==> src/cpp_div_cell.sv <==
// ----------------------------------------------------------------------------
// Divider cell
// Produces one quotient bit for the x and the y lane by restoring division
// and hands the remainders and partial quotients to the next cell.
// ----------------------------------------------------------------------------
`timescale 1ns / 1ps
`default_nettype none

module cpp_div_cell #(
  parameter int unsigned W  = 32,
  parameter int unsigned I  = 0,
  parameter int unsigned PW = 8
) (
  input  wire logic            clk_i,
  input  wire logic            rst_ni,
  input  wire logic            en_i,
  input  wire logic            valid_i,
  input  wire logic [W+1:0]    dv_i,
  input  wire logic [2*W+1:0]  num_x_i,
  input  wire logic [2*W+1:0]  num_y_i,
  input  wire logic [W+1:0]    rem_x_i,
  input  wire logic [W+1:0]    rem_y_i,
  input  wire logic [2*W+1:0]  quo_x_i,
  input  wire logic [2*W+1:0]  quo_y_i,
  input  wire logic [PW-1:0]   side_i,
  output logic                 valid_o,
  output logic [W+1:0]         dv_o,
  output logic [2*W+1:0]       num_x_o,
  output logic [2*W+1:0]       num_y_o,
  output logic [W+1:0]         rem_x_o,
  output logic [W+1:0]         rem_y_o,
  output logic [2*W+1:0]       quo_x_o,
  output logic [2*W+1:0]       quo_y_o,
  output logic [PW-1:0]        side_o
);

  logic [W+2:0]   sh_x, sh_y;
  logic           ge_x, ge_y;
  logic [W+2:0]   nr_x, nr_y;
  logic [2*W+1:0] qd_x, qd_y;

  // Bring down the next numerator bit and try to subtract the divisor.
  always_comb begin
    sh_x = {rem_x_i, num_x_i[I]};
    sh_y = {rem_y_i, num_y_i[I]};
    ge_x = (sh_x >= {1'b0, dv_i});
    ge_y = (sh_y >= {1'b0, dv_i});
    nr_x = ge_x ? sh_x - {1'b0, dv_i} : sh_x;
    nr_y = ge_y ? sh_y - {1'b0, dv_i} : sh_y;
    qd_x = quo_x_i;
    qd_y = quo_y_i;
    qd_x[I] = ge_x;
    qd_y[I] = ge_y;
  end

  // Valid flag is control state.
  always_ff @(posedge clk_i or negedge rst_ni) begin
    if (!rst_ni) begin
      valid_o <= 1'b0;
    end else if (en_i) begin
      valid_o <= valid_i;
    end
  end

  // Payload registers; the remainder always stays below the divisor.
  always_ff @(posedge clk_i) begin
    if (en_i) begin
      dv_o    <= dv_i;
      num_x_o <= num_x_i;
      num_y_o <= num_y_i;
      rem_x_o <= nr_x[W+1:0];
      rem_y_o <= nr_y[W+1:0];
      quo_x_o <= qd_x;
      quo_y_o <= qd_y;
      side_o  <= side_i;
    end
  end

endmodule

`default_nettype wire

==> config.mk <==
export PLATFORM = sky130hd
export DESIGN_NAME = cpp_div_cell
export DESIGN_NICKNAME = d
export VERILOG_FILES = /design/src/cpp_div_cell.sv
export SDC_FILE = /design/constraint.sdc
export NUM_CORES = 1
export LEC_CHECK = 0
export ABC_AREA = 1
export BUFFER_PORTS_ARGS = -buffer_cell sky130_fd_sc_hd__buf_2
export CORE_AREA = 2 2 296 298
export DETAILED_ROUTE_END_ITERATION = 10
export DIE_AREA = 0 0 298 300
export PLACE_DENSITY = 0.42
export SLEW_MARGIN = 10
export SYNTH_ARGS = -nofsm -noshare
export SYNTH_HDL_FRONTEND = slang
export SYNTH_SLANG_ARGS = --single-unit
==> constraint.sdc <==
create_clock -name clk_i -period 1.8 [get_ports clk_i]
set_clock_uncertainty 0.2 [all_clocks]
set_input_delay 0.36 -clock clk_i [delete_from_list [all_inputs] [get_ports clk_i]]
set_output_delay 0.36 -clock clk_i [all_outputs]
set_load 0.1 [all_outputs]
# Word-level counts from Yosys, hierarchy flattened
# Cells that the tools add are included.
# W data, S select, Z words.
[classes]
n_addsub = 2
mul = 0
div = 0
magnitude_cmp = 2
eq_ne = 0
n_shift = 0
mux = 2
n_bitwise = 0
n_reduce_logical = 0
[op_table]
columns = ["cell", "count"]
rows = [
  ["$ge A35 B34 Y1", 2],
  ["$mux W34", 2],
  ["$sub A34 B34 Y34", 2],
]
[totals]
register_bits = 375
latchBits = 0
ram_bits = 0
romBits = 0
input_bits = 378
out_inout_bits = 375
elab_cells = 15
mem_count = 0

# Longest topological paths before layout
[depth]
word_depth = 2
ltp_mapped = 16
depth_no_buf = 15

# Least setup slack after synthesis
# OpenSTA, ideal clock, no wires.
[synth_path]
path_type = "input-to-reg"
startpoint = "in num_y_i[0]"
endpoint = "reg rem_y_o[20], data pin"
setup_ns = 0.253
arrival_ns = 1.845
required_time_ns = 1.347
path_slack_ns = -0.498
cell_stages = 14
path_buffers = 0
path_cell_list = "inv_1 ha_1 inv_1 fa_1 nand3_1 nand3_1 nand2_1 nand2_1 nand2_1 nand2_1 nand3_1 nand3b_1 nand3_1 nand2_1"
[synth_between]
elab_chain_cells = 2
elab_cells_between_ends = 3
classes_between = "add/sub (1); order compare (1); mux (1)"
[synth_rtl]
columns = ["element", "line_no", "rtl"]
rows = [
  ["start, declared", "20", "input wire logic [2*W+1:0] num_y_i,"],
  ["$sub A34 B34 Y34 / $ge A35 B34 Y1 (equally long branches)", "49, 47", ""],
  ["$mux W34 (*)", "49", "nr_y = ge_y ? sh_y - {1'b0, dv_i} : sh_y;"],
  ["named net nr_y[20]", "39", "logic [W+2:0] nr_x, nr_y;"],
  ["end signal, assigned", "72", "rem_y_o <= nr_y[W+1:0];"],
  ["end, declared", "31", "output logic [W+1:0] rem_y_o,"],
]
# The timed path passes the listed nets; every way through them passes the cells marked *.
# A chain may end at the register's enable or synchronous reset.

# Worst setup path after layout
[layout_path]
startpoint = "in dv_i[2]"
endpoint = "reg rem_y_o[20], data pin"
[layout_between]
elab_chain_cells = 2
elab_cells_between_ends = 3
classes_between = "add/sub (1); order compare (1); mux (1)"
[layout_rtl]
columns = ["element", "line_no", "rtl"]
rows = [
  ["start, declared", "18", "input wire logic [W+1:0] dv_i,"],
  ["$sub A34 B34 Y34 / $ge A35 B34 Y1 (equally long branches)", "49, 47", ""],
  ["$mux W34 (*)", "49", ""],
  ["named net nr_y[20]", "39", ""],
]
# Marked as above.

==> flow_metrics.tcl <==
set metrics [dict create \
    run_status "complete, but fails checks" \
    violations "setup timing" \
    place.gp.congestion 0.8796 \
    synthCells 1621 \
    fin_area_um2 35980 \
    drc_errors 0 \
    grt_start_max_net_pins 49 \
    clkSinkCount 375 \
    dr.first_iter.drc_count 795 \
    cts_inserted_buffers 47 \
    ir_drop_mv 0.7721 \
    synth-seq-area-share 0.6533 \
    core_area_um2 86210 \
    track_usage 0.1845 \
    wirelength_um 87000 \
    rsz0062_at_grt "yes" \
    post-place-ws_ns -1.066 \
    grt_pass1_vias 19166 \
    drt-pass1-iter-count 5 \
    die_y_um 300 \
    dp_hpwl_um 64540 \
    worst_pin_slew_ns 0.3470 \
    cts_root_buf "clkbuf_16" \
    hold_class "in2reg" \
    maxCapViolCount 0 \
    syn_nets 2069 \
    clock_latency_ns 0.59 \
    ant_nets 0 \
    drive_above_1_share 0.5150 \
    wire_per_inst_um 19.97 \
    crit_type "in2reg" \
    p_leak_nw 16.18 \
    relSlewSlack 0.7662 \
    antenna_found_initial 13 \
    nNetsFinal 3601 \
    drt-vias-per-instance 4.066 \
    end_kind "flip-flop" \
    start_util 0.1999 \
    cts_tree "built" \
    clkTransAtPathRegs_ns 0.06 \
    grt-ovfl-total 0 \
    final-setup-viol-count 90 \
    period_needed_ns 2.014 \
    slew_violations 0 \
    critPathLaunchType "input port" \
    yosys_warnings 0 \
    die_w_um 298 \
    dieArea_um2 89400 \
    post-route-period-util 1.119 \
    grt_first_pass_wirelength_um 122200 \
    timing.final.hold_violations 0 \
    powerDensity_nw_per_um2 961.3 \
    required_ns 1.95 \
    yosysUniqueCellTypes 32 \
    row_count 108 \
    io_pins 753 \
    syn_to_final_growth_pct 108.8 \
    synth_area_per_cell_um2 10.63 \
    holdPathStages 4 \
    clock_path_buffers 3 \
    arrival_ns 2.16 \
    portBuffers 750 \
    r2r.worst_path.cells 1 \
    fin_ws_ns -0.2137 \
    netlist_area_um2 17230 \
    ys_ff_latch 375 \
    placed_area_um2 26210 \
    htreeDepth 2 \
    clock.fmax_mhz 496.6 \
    worstPathMaxFanout 7 \
    routed-via-count 17712 \
]
repair_timing:
action / 4_1_cts / 5_1_grt
hold endpoints to repair: 384 / 0
setup endpoints to repair: 444 / 259
pin swaps: 81 / 55
gates cloned: 11 / 3
hold buffers: 366 / 0
buffers inserted: 25 / 11
gates resized for setup: 936 / 207
final timing paths:
kind / start / endpoint / slack [ns]
worst max register to register: valid_o / valid_o / 0.80
max in group asynchronous: rst_ni / valid_o / 0.87
worst min-delay path: rem_x_i[8] / rem_x_o[9] / 0.05
worst min register to register: valid_o / valid_o / 0.40
worst max-delay path: dv_i[2] / rem_y_o[20] / -0.21
min in group asynchronous: rst_ni / valid_o / 0.43
through the flow:
step           instances  hold slack (ns)  power (mW)    util  TNS (ns)
2_1_floorplan       1621          -0.1356       18.45       -    -26.88
3_3_place_gp        3850         -0.06458       22.41  0.3040    -66.71
3_5_place_dp        3850         -0.05926       22.39  0.3040    -65.87
4_1_cts             4338         0.002664       34.61  0.4084    -12.75
5_1_grt             4351          0.03755       35.86  0.4172    -19.42
6_report            4356          0.04848       34.59  0.4174    -12.71
cells in the mapped netlist (all sizes together):
| library cell | n | area share |
|---|---|---|
| nand4 | 7 | 0.0025 |
| or2 | 1 | 0.00036 |
| o21bai | 4 | 0.0017 |
| buf | 12 | 0.0065 |
| o21ai | 24 | 0.0070 |
| nand3 | 72 | 0.021 |
| inv | 234 | 0.051 |
| and3 | 1 | 0.00036 |
| o211ai | 1 | 0.00044 |
| edfxtp | 374 | 0.65 |
| xor2 | 32 | 0.016 |
| nand3b | 14 | 0.0061 |
| ha | 68 | 0.049 |
| a21oi | 55 | 0.016 |
| dfrtp | 1 | 0.0015 |
| nand2 | 590 | 0.13 |
| xnor2 | 4 | 0.0020 |
| nor3 | 9 | 0.0026 |
| nor2 | 115 | 0.027 |
| fa | 2 | 0.0023 |
| mux2 | 1 | 0.00065 |
critical path, cell delays in order:
cell,delay (ns)
buf_8,0.08
clkinvlp_4,0.14
ha_4,0.29
nand2_2,0.07
nand2_2,0.07
nor2_4,0.13
inv_2,0.04
nand2_2,0.07
nand3_4,0.11
nand2_4,0.10
nand2_4,0.07
nand2_8,0.12
nand2_8,0.15
buf_12,0.21
nand3_2,0.07
nand2_2,0.05
layer usage:
metal  global-route usage  share of wire
met4              0.09452          0.058
met1               0.1881           0.35
met2               0.3576           0.54
met3              0.03273          0.048
met5                    0        0.00015
sequential cells by signal, indices dropped and copies added, names as in the netlist:
signal	flops
num_x_o	66
num_y_o	66
quo_x_o	66
quo_y_o	66
dv_o	34
rem_x_o	34
rem_y_o	34
side_o	8
valid_o	1
power by group:
group	switching (mW)	leakage (nW)	internal (mW)
sequential	0.539	3.67	10.6
clock	4.15	0.762	5.58
combinational	9.09	11.7	4.63
total	13.8	16.2	20.8
cells by family (layout without fill, tap and decap cells):
group	Yosys count	after routing	synth area share
adder cells (fa/ha/maj)	70	70	0.05170
other	0	11	0
AND/OR/NAND/NOR	809	811	0.1927
multiplexers	1	1	0.0006535
buffers and inverters	246	1813	0.05780
XOR/XNOR	36	36	0.01830
flip-flops	375	375	0.6533
AO/OA/AOI/OAI	84	84	0.02556
placed cells by master, fill, tap and decap left out, drive strengths merged, types with 2 or more instances in the layout:
cell type    Yosys  final
nor2           115    115
o21bai           4      4
edfxtp         374    374
clkbuf           0     55
ha              68     68
nand2          590    592
nand3b          14     14
bufinv           0      4
diode            0     11
buf             12   1120
nor3             9      9
a21oi           55     55
o21ai           24     24
clkinvlp         0      7
xor2            32     32
inv            234    247
fa               2      2
nand4            7      7
xnor2            4      4
dlygate4sd3      0    366
nand3           72     72
clkinv           0     14
final cells by class:
cell class	instances	area (um2)
Fill cell	8202	50230
Timing Repair Buffer	1486	13550
Sequential cell	375	11260
Multi-Input combinational cell	1002	7029
Tap cell	1155	1445
Clock buffer	55	1227
Inverter	234	984.7
Clock inverter	31	352.8
Timing Repair inverter	7	113.9
Antenna cell	11	27.53
Note: power is estimated with default switching activity, not from simulation.
