$ cat config.mk
export PLATFORM = sky130hd
export DESIGN_NAME = cpp_sqrt_cell
export DESIGN_NICKNAME = d
export VERILOG_FILES = /design/src/cpp_sqrt_cell.sv
export SDC_FILE = /design/constraint.sdc
export NUM_CORES = 1
export LEC_CHECK = 0
export ABC_AREA = 1
export BUFFER_PORTS_ARGS = -buffer_cell sky130_fd_sc_hd__clkbuf_2
export CAP_MARGIN = 20
export CORE_ASPECT_RATIO = 1.4
export CORE_MARGIN = 2
export CORE_UTILIZATION = 36
export DETAILED_ROUTE_END_ITERATION = 10
export GPL_TIMING_DRIVEN = 0
export PLACE_DENSITY = 0.6
export REMOVE_ABC_BUFFERS = 1
export SETUP_SLACK_MARGIN = 0.1
export SYNTH_ARGS = -nofsm -noshare
export SYNTH_HDL_FRONTEND = slang
export SYNTH_SLANG_ARGS = --single-unit
$ cat constraint.sdc
create_clock -name clk_i -period 0.8 [get_ports clk_i]
set_input_delay 0.16 -clock clk_i [delete_from_list [all_inputs] [get_ports clk_i]]
set_output_delay 0.16 -clock clk_i [all_outputs]
set_load 0.005 [all_outputs]
$ cat src/cpp_sqrt_cell.sv
// ----------------------------------------------------------------------------
// Square root cell
// Decides one bit of the integer square root and hands the partial root,
// the remaining radicand and the side data to the next cell.
// ----------------------------------------------------------------------------
`timescale 1ns / 1ps
`default_nettype none

module cpp_sqrt_cell #(
  parameter int unsigned W  = 32,
  parameter int unsigned B  = 0,
  parameter int unsigned PW = 8
) (
  input  wire logic            clk_i,
  input  wire logic            rst_ni,
  input  wire logic            en_i,
  input  wire logic            valid_i,
  input  wire logic [2*W+3:0]  rem_i,
  input  wire logic [W+1:0]    root_i,
  input  wire logic [PW-1:0]   side_i,
  output logic                 valid_o,
  output logic [2*W+3:0]       rem_o,
  output logic [W+1:0]         root_o,
  output logic [PW-1:0]        side_o
);

  localparam int unsigned SW = 2 * W + 4;

  logic [SW-1:0] trial;
  logic          take;
  logic [SW-1:0] rem_d;
  logic [W+1:0]  root_d;

  // (r + 2^B)^2 - r^2 = r * 2^(B+1) + 2^(2B).
  always_comb begin
    trial  = ({{(SW-W-2){1'b0}}, root_i} << (B + 1)) + ({{(SW-1){1'b0}}, 1'b1} << (2 * B));
    take   = (trial <= rem_i);
    rem_d  = take ? rem_i - trial : rem_i;
    root_d = take ? (root_i | ({{(W+1){1'b0}}, 1'b1} << B)) : root_i;
  end

  // Valid flag is control state.
  always_ff @(posedge clk_i or negedge rst_ni) begin
    if (!rst_ni) begin
      valid_o <= 1'b0;
    end else if (en_i) begin
      valid_o <= valid_i;
    end
  end

  // Payload registers.
  always_ff @(posedge clk_i) begin
    if (en_i) begin
      rem_o  <= rem_d;
      root_o <= root_d;
      side_o <= side_i;
    end
  end

endmodule

`default_nettype wire

; ---- After elaboration in Yosys (flattened, before gate mapping)
; Index checks and enable logic that the tools add are counted.
; W data, S select, Z words.
[word_totals]
reg_bits = 111
latch_bits = 0
mem_bits_rw = 0
mem_bits_ro = 0
output_inout_bits = 111
n_memories = 0
elab_cells = 9
[classes]
multipliers = 0
n_mux = 1
div = 0
reduce_logical = 0
magnitude_cmp = 1
add_sub_neg = 2
shifts = 0
n_eq_ne = 0
n_bitwise = 0
[ops]
columns = operator, count
row1 = $le A36 B68 Y1, 1
row2 = $mux W68, 1
row3 = $sub A68 B36 Y68, 1
row4 = $add A35 B1 Y36 const B, 1

; ---- Depth between registers and ports, before layout
; Gate-level depths: netlist of run 1.
[logic_depth]
depth_word = 3
mapped_depth = 18

; ---- Worst setup path before layout of run 1
; OpenSTA, ideal clock, no wires.
[synth_path]
kind = input to register
start = input root_i[10]
end = register rem_o[10], data pin
required_ns = 0.543
path_stages = 13
t_arrival_ns = 1.670
slack_ns = -1.127
setup_ns = 0.257
path_buffers = 1
path_cell_list = inv_1 ha_1 nand2_1 inv_1 a21oi_1 nand2_1 nand2_1 nand3_1 nand2_1 nand3_4 inv_6 buf_6 o21ai_2
[synth_between]
elab_chain_cells = 3
[synth_lines]
columns = item, line
row1 = "start, declared", 19  ; input wire logic [W+1:0] root_i,
row2 = $add A35 B1 Y36, 36  ; trial = ({{(SW-W-2){1'b0}}, root_i} << (B + 1)) + ({{(SW-1){1'b0}}, 1'b1} << (2 * B));
row3 = $le A36 B68 Y1, 37  ; take = (trial <= rem_i);
row4 = $mux W68, 38  ; rem_d = take ? rem_i - trial : rem_i;
row5 = named net rem_d[10], 31  ; logic [SW-1:0] rem_d;
row6 = "end signal, assigned", 54  ; rem_o <= rem_d;
row7 = "end, declared", 22  ; output logic [2*W+3:0] rem_o,
; The timed path passes the listed nets, and every way through them passes these cells.
; A chain may end at the register's enable or synchronous reset.

; ---- Worst setup path after layout of run 1
[layout_path]
start = input root_i[24]
end = register rem_o[24], data pin
; Same word-level chain as after synthesis.

==> results.ini, run 1 <==
[detailed_routing]
viasPerCell=4.99
wire_per_inst_um=18.8
drt_iter0_drc=408
drt-total-wl_mm=33.3
vias=8853
drc=0
dr.pass1.iters=5
ant_nets=0

[run_status]
violations=setup timing
status=finished, violations left

[synthesis]
synth_cell_types=37
async_flop_share=0.00901
syn_area_mm2=0.00834
synthFlopType=edfxtp_1
ys_ff_latch=111
syn_avg_cell_area_um2=7.42
syn_inst=1124
ys_warn_count=0
synth_edf_count=110
ys_seq_area_frac=0.399

[grt]
use_met1=0.275
use_met3=0.0372
grt_max_degree=57
overflow=0
top_usage_layer=met2
grt_pass1_wl_mm=47.8
grt_use_met2=0.494
antenna_found_initial=1
grtUsageTotal=0.259
grt_pass1_vias=8819

[timing]
drv_slew=0
setup_ws_ns=-1.00
hold_violations=0
whs_ns=0.0224
maxSlewHeadroom=0.632
finalCritPeriodShare=2.25
finalSetupViolations=180
max_freq_mhz=555
tightestPinTransition_ns=0.549
fin_crit_ns=1.80
clock-skew-final_ns=0
rsz0062_at_grt=true

[die]
core_mm2=0.0226
die_h_um=184
ios=225
dieArea_mm2=0.0244
start_util=0.369
die_w_um=133
rows=65

[worst_hold_path]
min_path_type=input pin to flop
whs_path_depth=2
hp-start=valid_i
hold_path_end=valid_o$_DFFE_PN0P_

[power_and_ir_drop]
comb_power_share=0.340
powerDensity_mw_per_mm2=1400
ir_worst_vdd_mv=1.04
swShare=0.326
power_w=0.0186
p_switching_w=0.00606
p_clk_frac=0.266
internal_power_w=0.0125
leakagePower_nw=5.83
p_seq_frac=0.394

[clock_tree]
worstSkewPairLatency_ns=0.38
cts_buffers=9
cts_num_sinks=111
cts.clk_slew.worst_paths_ns=0.08
cts_root_buffer=clkbuf_16
clk_path_buf_depth=2
htreeDepth=3
cts_tree=done

[critical_path]
start_kind=input pin
r2r_cells=1
crit_type=input pin to flop
endpoint_kind=flop
crit_required_ns=0.94
timing.rr.start=valid_o$_DFFE_PN0P_
ff2ff_setup_slack_ns=0.03
worstReg2RegEnd=valid_o$_DFFE_PN0P_
cp_max_fo=5
worstPathArrival_ns=1.94

[placed_design]
io_buffers=224
dpl.hpwl_mm=23.4
finalWeightedCongestion=0.946
dp.cells=1638

[cells_and_area]
nFillCells=2076
syn_to_final_growth_pct=58.5
layout-drive-gt1-share=0.470
seqCellArea_mm2=0.00333
stdcell_count=1773
multiInputGateArea_mm2=0.00586
antenna_cells=0
nets=1617

[run]
maxCapViolCount=0

-- logic make-up (layout without fill, tap and decap cells) --
group,count (synthesis),in the layout,share of synthesized area
and+or+nand+nor,622,624,0.316
buffers and inverters,201,547,0.101
AOI/OAI and AO/OA,121,121,0.0938
DFF,111,111,0.399
adders and majority gates,36,36,0.0549
xor gates and xnor gates,32,32,0.0336
muxes,1,1,0.00135
-- cell type report --
class,instances,share of cell area
Sequential cell,111,0.252
Inverter,190,0.0567
Clock inverter,7,0.00767
Timing Repair Buffer,333,0.183
Multi-Input combinational cell,814,0.444
Clock buffer,9,0.0170
Tap cell,301,0.0285
Timing Repair inverter,8,0.0116
-- power by group through the flow --
stage | clock network, W | logic (W) | registers, W
floorplan | 0 | 0.00224 | 0.00753
global placement | 0 | 0.00421 | 0.00746
detailed placement | 0 | 0.00424 | 0.00744
CTS | 0.00505 | 0.00551 | 0.00731
global route | 0.00522 | 0.00678 | 0.00736
finish | 0.00494 | 0.00631 | 0.00730
-- sequential cells by signal, summed over array words and instances (netlist names) --
signal   count
rem_o       68
side_o       8
root_o      34
valid_o      1
-- cell usage after synthesis (10+ instances only) --
cell      count  area (um^2)
nand4_1      23          144
edfxtp_1    110         3300
inv_2        10         37.5
nand2_2      12         75.1
inv_1       179          672
o21ai_2      20          175
o21ai_0      20          100
xnor2_1      25          219
ha_1         35          438
o21ai_1      10         50.1
a21oi_1      40          200
nand3_1      70          350
nor3_1       22          110
nor2_1      120          450
nand2_1     352         1320
a21oi_2      20          175
-- layer usage --
metal	vias up	part of all wire
met5	-	0.00039
met1	4205	0.37
li1	4316	-
met3	91	0.033
met4	2	0.050
met2	239	0.54
-- through the flow --
step           setup WS [ns]  setup TNS [ns]  utilization  instance area, um^2
2_1_floorplan          -1.49          -94.51            -                 8220
3_3_place_gp           -2.36         -348.90        0.430                 9710
3_5_place_dp           -2.37         -202.26        0.430                 9720
4_1_cts               -0.963          -88.60        0.537                12100
5_1_grt                -1.10          -97.82        0.584                13200
6_report               -1.00          -88.82        0.584                13200
-- layout by cell type (no fill, tap or decap), types with 41 or more instances in the layout --
cell,netlist,final
buf_4,0,49
clkbuf_2,0,189
dlygate4sd3_1,0,41
edfxtp_1,110,110
inv_1,179,136
inv_2,10,46
nand2_1,352,247
nand2_2,12,73
nand2_4,0,43
nand3_1,70,50
nor2_1,120,80
-- worst max-delay path: stages --
cell,delay [ns]
clkbuf_2,0.09
inv_2,0.04
ha_4,0.29
nand2_2,0.10
nor2_4,0.17
nand2_4,0.10
nor2_4,0.11
nand2_1,0.08
nor2_4,0.11
nor2_4,0.06
nand3_4,0.13
buf_12,0.23
clkinv_16,0.11
nand2_2,0.08
o21ai_2,0.05
-- worst max-delay path by stage --
stage               start                   to  slack [ns]
2_1_floorplan  root_i[10]  rem_o[18]$_DFFE_PP_       -1.49
3_3_place_gp    root_i[9]  rem_o[20]$_DFFE_PP_       -2.36
3_5_place_dp   root_i[10]  rem_o[20]$_DFFE_PP_       -2.37
4_1_cts         root_i[7]  rem_o[41]$_DFFE_PP_       -0.96
5_1_grt        root_i[27]  rem_o[46]$_DFFE_PP_       -1.10
6_report       root_i[24]  rem_o[24]$_DFFE_PP_       -1.00
-- repair_timing --
action	in CTS	in global routing
endpoints found under the hold margin	42	0
pin swaps	67	55
hold buffers	42	0
gates cloned	8	4
gates resized for setup	273	259
endpoints found under the setup margin	291	182
buffers inserted	37	31
(Power assumes the default switching activity.)
==> run 2: changes to the inputs <==
Settings changed: TNS_END_PERCENT set to 10.
==> results.ini, run 2 (same netlist as run 1, synthesis figures left out) <==
[run_status]
status=finished, violations left
violations=setup timing

[power_and_ir_drop]
powerDensity_mw_per_mm2=1430  ; +2.0%
leakagePower_nw=5.65  ; -3.1%
ir_worst_vdd_mv=1.04  ; +0.49%
power_w=0.0183  ; -1.2%

[clock_tree]
cts_buffers=9  ; unchanged
cts_tree=done
cts_num_sinks=111  ; unchanged
htreeDepth=3  ; unchanged
cts_root_buffer=clkbuf_16
clk_path_buf_depth=2  ; unchanged
cts.clk_slew.worst_paths_ns=0.08  ; about the same
worstSkewPairLatency_ns=0.38  ; about the same

[cells_and_area]
syn_to_final_growth_pct=53.5
nets=1611  ; -0.37%
final_common_cell=nand2_1
top_register=rem_o
stdcell_count=1767  ; -0.34%
largest_reg_flops=68  ; unchanged
layout-drive-gt1-share=0.445  ; -0.0247
nFillCells=2160  ; +4.0%
antenna_cells=0  ; unchanged
top_regs=rem_o: 68 flops, root_o: 34 flops, side_o: 8 flops
final_cell_area_mm2=0.0128  ; -3.2%
final_cell_mix=nand2_1, clkbuf_2, inv_1

[critical_path]
crit_type=input pin to flop
crit_chain=clkbuf_2 -> inv_2 -> ha_4 -> nand2_4 -> nor2_4 -> nand2_4 -> nor2_4 -> nand3_2 -> nor2_4 -> nor2_4 -> nand3_4 -> buf_12 -> buf_12 -> inv_8 -> o21ai_2
endpoint_kind=flop
r2r_cells=1  ; unchanged
crit_required_ns=1.04  ; +0.10 ns
critPathBufInv=5  ; +1
ff2ff_setup_slack_ns=0.02  ; about the same
start_kind=input pin
max_stage_delay_ns=0.30  ; about the same
path_common_cell=nor2_4
crit_slowest_cell=ha_4
crit_family=simple AND/OR/NAND/NOR gates
cp_max_fo=6  ; +1
timing.rr.start=valid_o$_DFFE_PN0P_
worstPathArrival_ns=2.06  ; +0.12 ns
worstReg2RegEnd=valid_o$_DFFE_PN0P_

[placed_design]
dpl.hpwl_mm=23.4  ; unchanged
io_buffers=224  ; unchanged
dp.cells=1638  ; unchanged
place_area_mm2=0.00972  ; unchanged
finalWeightedCongestion=0.946  ; unchanged

[die]
rows=65  ; unchanged
dieArea_mm2=0.0244  ; unchanged
core_mm2=0.0226  ; unchanged
ios=225  ; unchanged
start_util=0.369  ; unchanged
die_h_um=184  ; unchanged
die_w_um=133  ; unchanged

[detailed_routing]
drc=0  ; unchanged
drt-met1-wl_mm=12.0  ; -2.9%
vias=8719  ; -1.5%
wl_met2_mm=17.8  ; -1.9%
route.met3.wl_mm=1.24  ; +13%
viasPerCell=4.93  ; -1.2%
ant_nets=0  ; unchanged
wire_per_inst_um=18.3  ; -2.3%
drt-total-wl_mm=32.4  ; -2.6%
dr.pass1.iters=5  ; unchanged
drt_iter0_drc=420  ; +2.9%
top_layer=met5

[timing]
fin_crit_ns=1.82  ; +0.0188 ns
setup_ws_ns=-1.02  ; -0.0188 ns
clock-skew-final_ns=0  ; unchanged
finalCritPeriodShare=2.28  ; +0.0236
tightestPinTransition_ns=0.608  ; +0.0592 ns
drv_slew=0  ; unchanged
whs_ns=0.0147  ; -0.00769 ns
rsz0062_at_grt=true
maxSlewHeadroom=0.595  ; -0.0370
finalSetupViolations=180  ; unchanged
max_freq_mhz=549  ; -1.0%
hold_violations=0  ; unchanged

[grt]
grt_max_degree=112  ; +96%
grt_pass1_vias=8738  ; -0.92%
grt_pass1_wl_mm=47.1  ; -1.5%
overflow=0  ; unchanged
grtUsageTotal=0.254  ; -0.00497
antenna_found_initial=1  ; unchanged

[worst_hold_path]
hold_path_end=valid_o$_DFFE_PN0P_
hp-start=valid_i
whs_path_depth=2  ; unchanged
min_path_type=input pin to flop

[run]
maxCapViolCount=0  ; unchanged

run 2: changes by cell type in the layout (fill, tap and decap cells not counted), moves of 4 or more:
| cell | before | now |
|---|---|---|
| nand2_4 | 43 | 29 |
| a21oi_1 | 9 | 18 |
| a21oi_4 | 17 | 8 |
| buf_6 | 36 | 27 |
| nand2_1 | 247 | 256 |
| clkbuf_2 | 189 | 195 |
| buf_8 | 7 | 2 |
| nand2_2 | 73 | 78 |
| nor2_1 | 80 | 85 |
| o21ai_0 | 5 | 9 |
run 2: layer usage:
layer,vias up,GRT usage
li1,4313,-
met1,4094,0.268
met2,234,0.489
met3,76,0.0369
met4,2,0.122
met5,-,0
run 2: cell type report:
type	instances	area (um^2)	share of cell area
timing repair inverter	7	120	0.00939
timing repair buffer	328	2310	0.181
multi-input combinational	814	5590	0.437
clock inverter	7	101	0.00792
tap	301	377	0.0294
inverter	190	742	0.0580
sequential	111	3330	0.260
clock buffer	9	225	0.0176
run 2: power breakdown:
| group | total [W] | switching (W) | internal, W |
|---|---|---|---|
| Sequential | 0.00730 | 0.000154 | 0.00715 |
| Clock | 0.00497 | 0.00243 | 0.00254 |
| Combinational | 0.00606 | 0.00337 | 0.00270 |
| Total | 0.0183 | 0.00595 | 0.0124 |
run 2: metrics by stage:
step	util	TNS [ns]	setup WS [ns]
3_5_place_dp	0.430	-202.26	-2.37
2_1_floorplan	-	-94.51	-1.49
6_report	0.566	-89.72	-1.02
4_1_cts	0.528	-88.89	-0.963
3_3_place_gp	0.430	-348.90	-2.36
5_1_grt	0.566	-98.70	-1.11
run 2: how the worst max path moves through the flow:
stage | slack (ns) | from | end | cells past startpoint
2_1_floorplan | -1.49 | root_i[10] | rem_o[18]$_DFFE_PP_ | 12
3_3_place_gp | -2.36 | root_i[9] | rem_o[20]$_DFFE_PP_ | 13
3_5_place_dp | -2.37 | root_i[10] | rem_o[20]$_DFFE_PP_ | 13
4_1_cts | -0.96 | root_i[7] | rem_o[41]$_DFFE_PP_ | 15
5_1_grt | -1.11 | root_i[8] | rem_o[46]$_DFFE_PP_ | 15
6_report | -1.02 | root_i[8] | rem_o[21]$_DFFE_PP_ | 15
run 2: what timing repair did:
item	CTS	global route
gates resized for setup	239	190
endpoints found under the hold margin	42	0
hold buffers	42	0
setup buffers	31	33
pin swaps	56	52
cloned	7	3
setup endpoints to repair	291	181
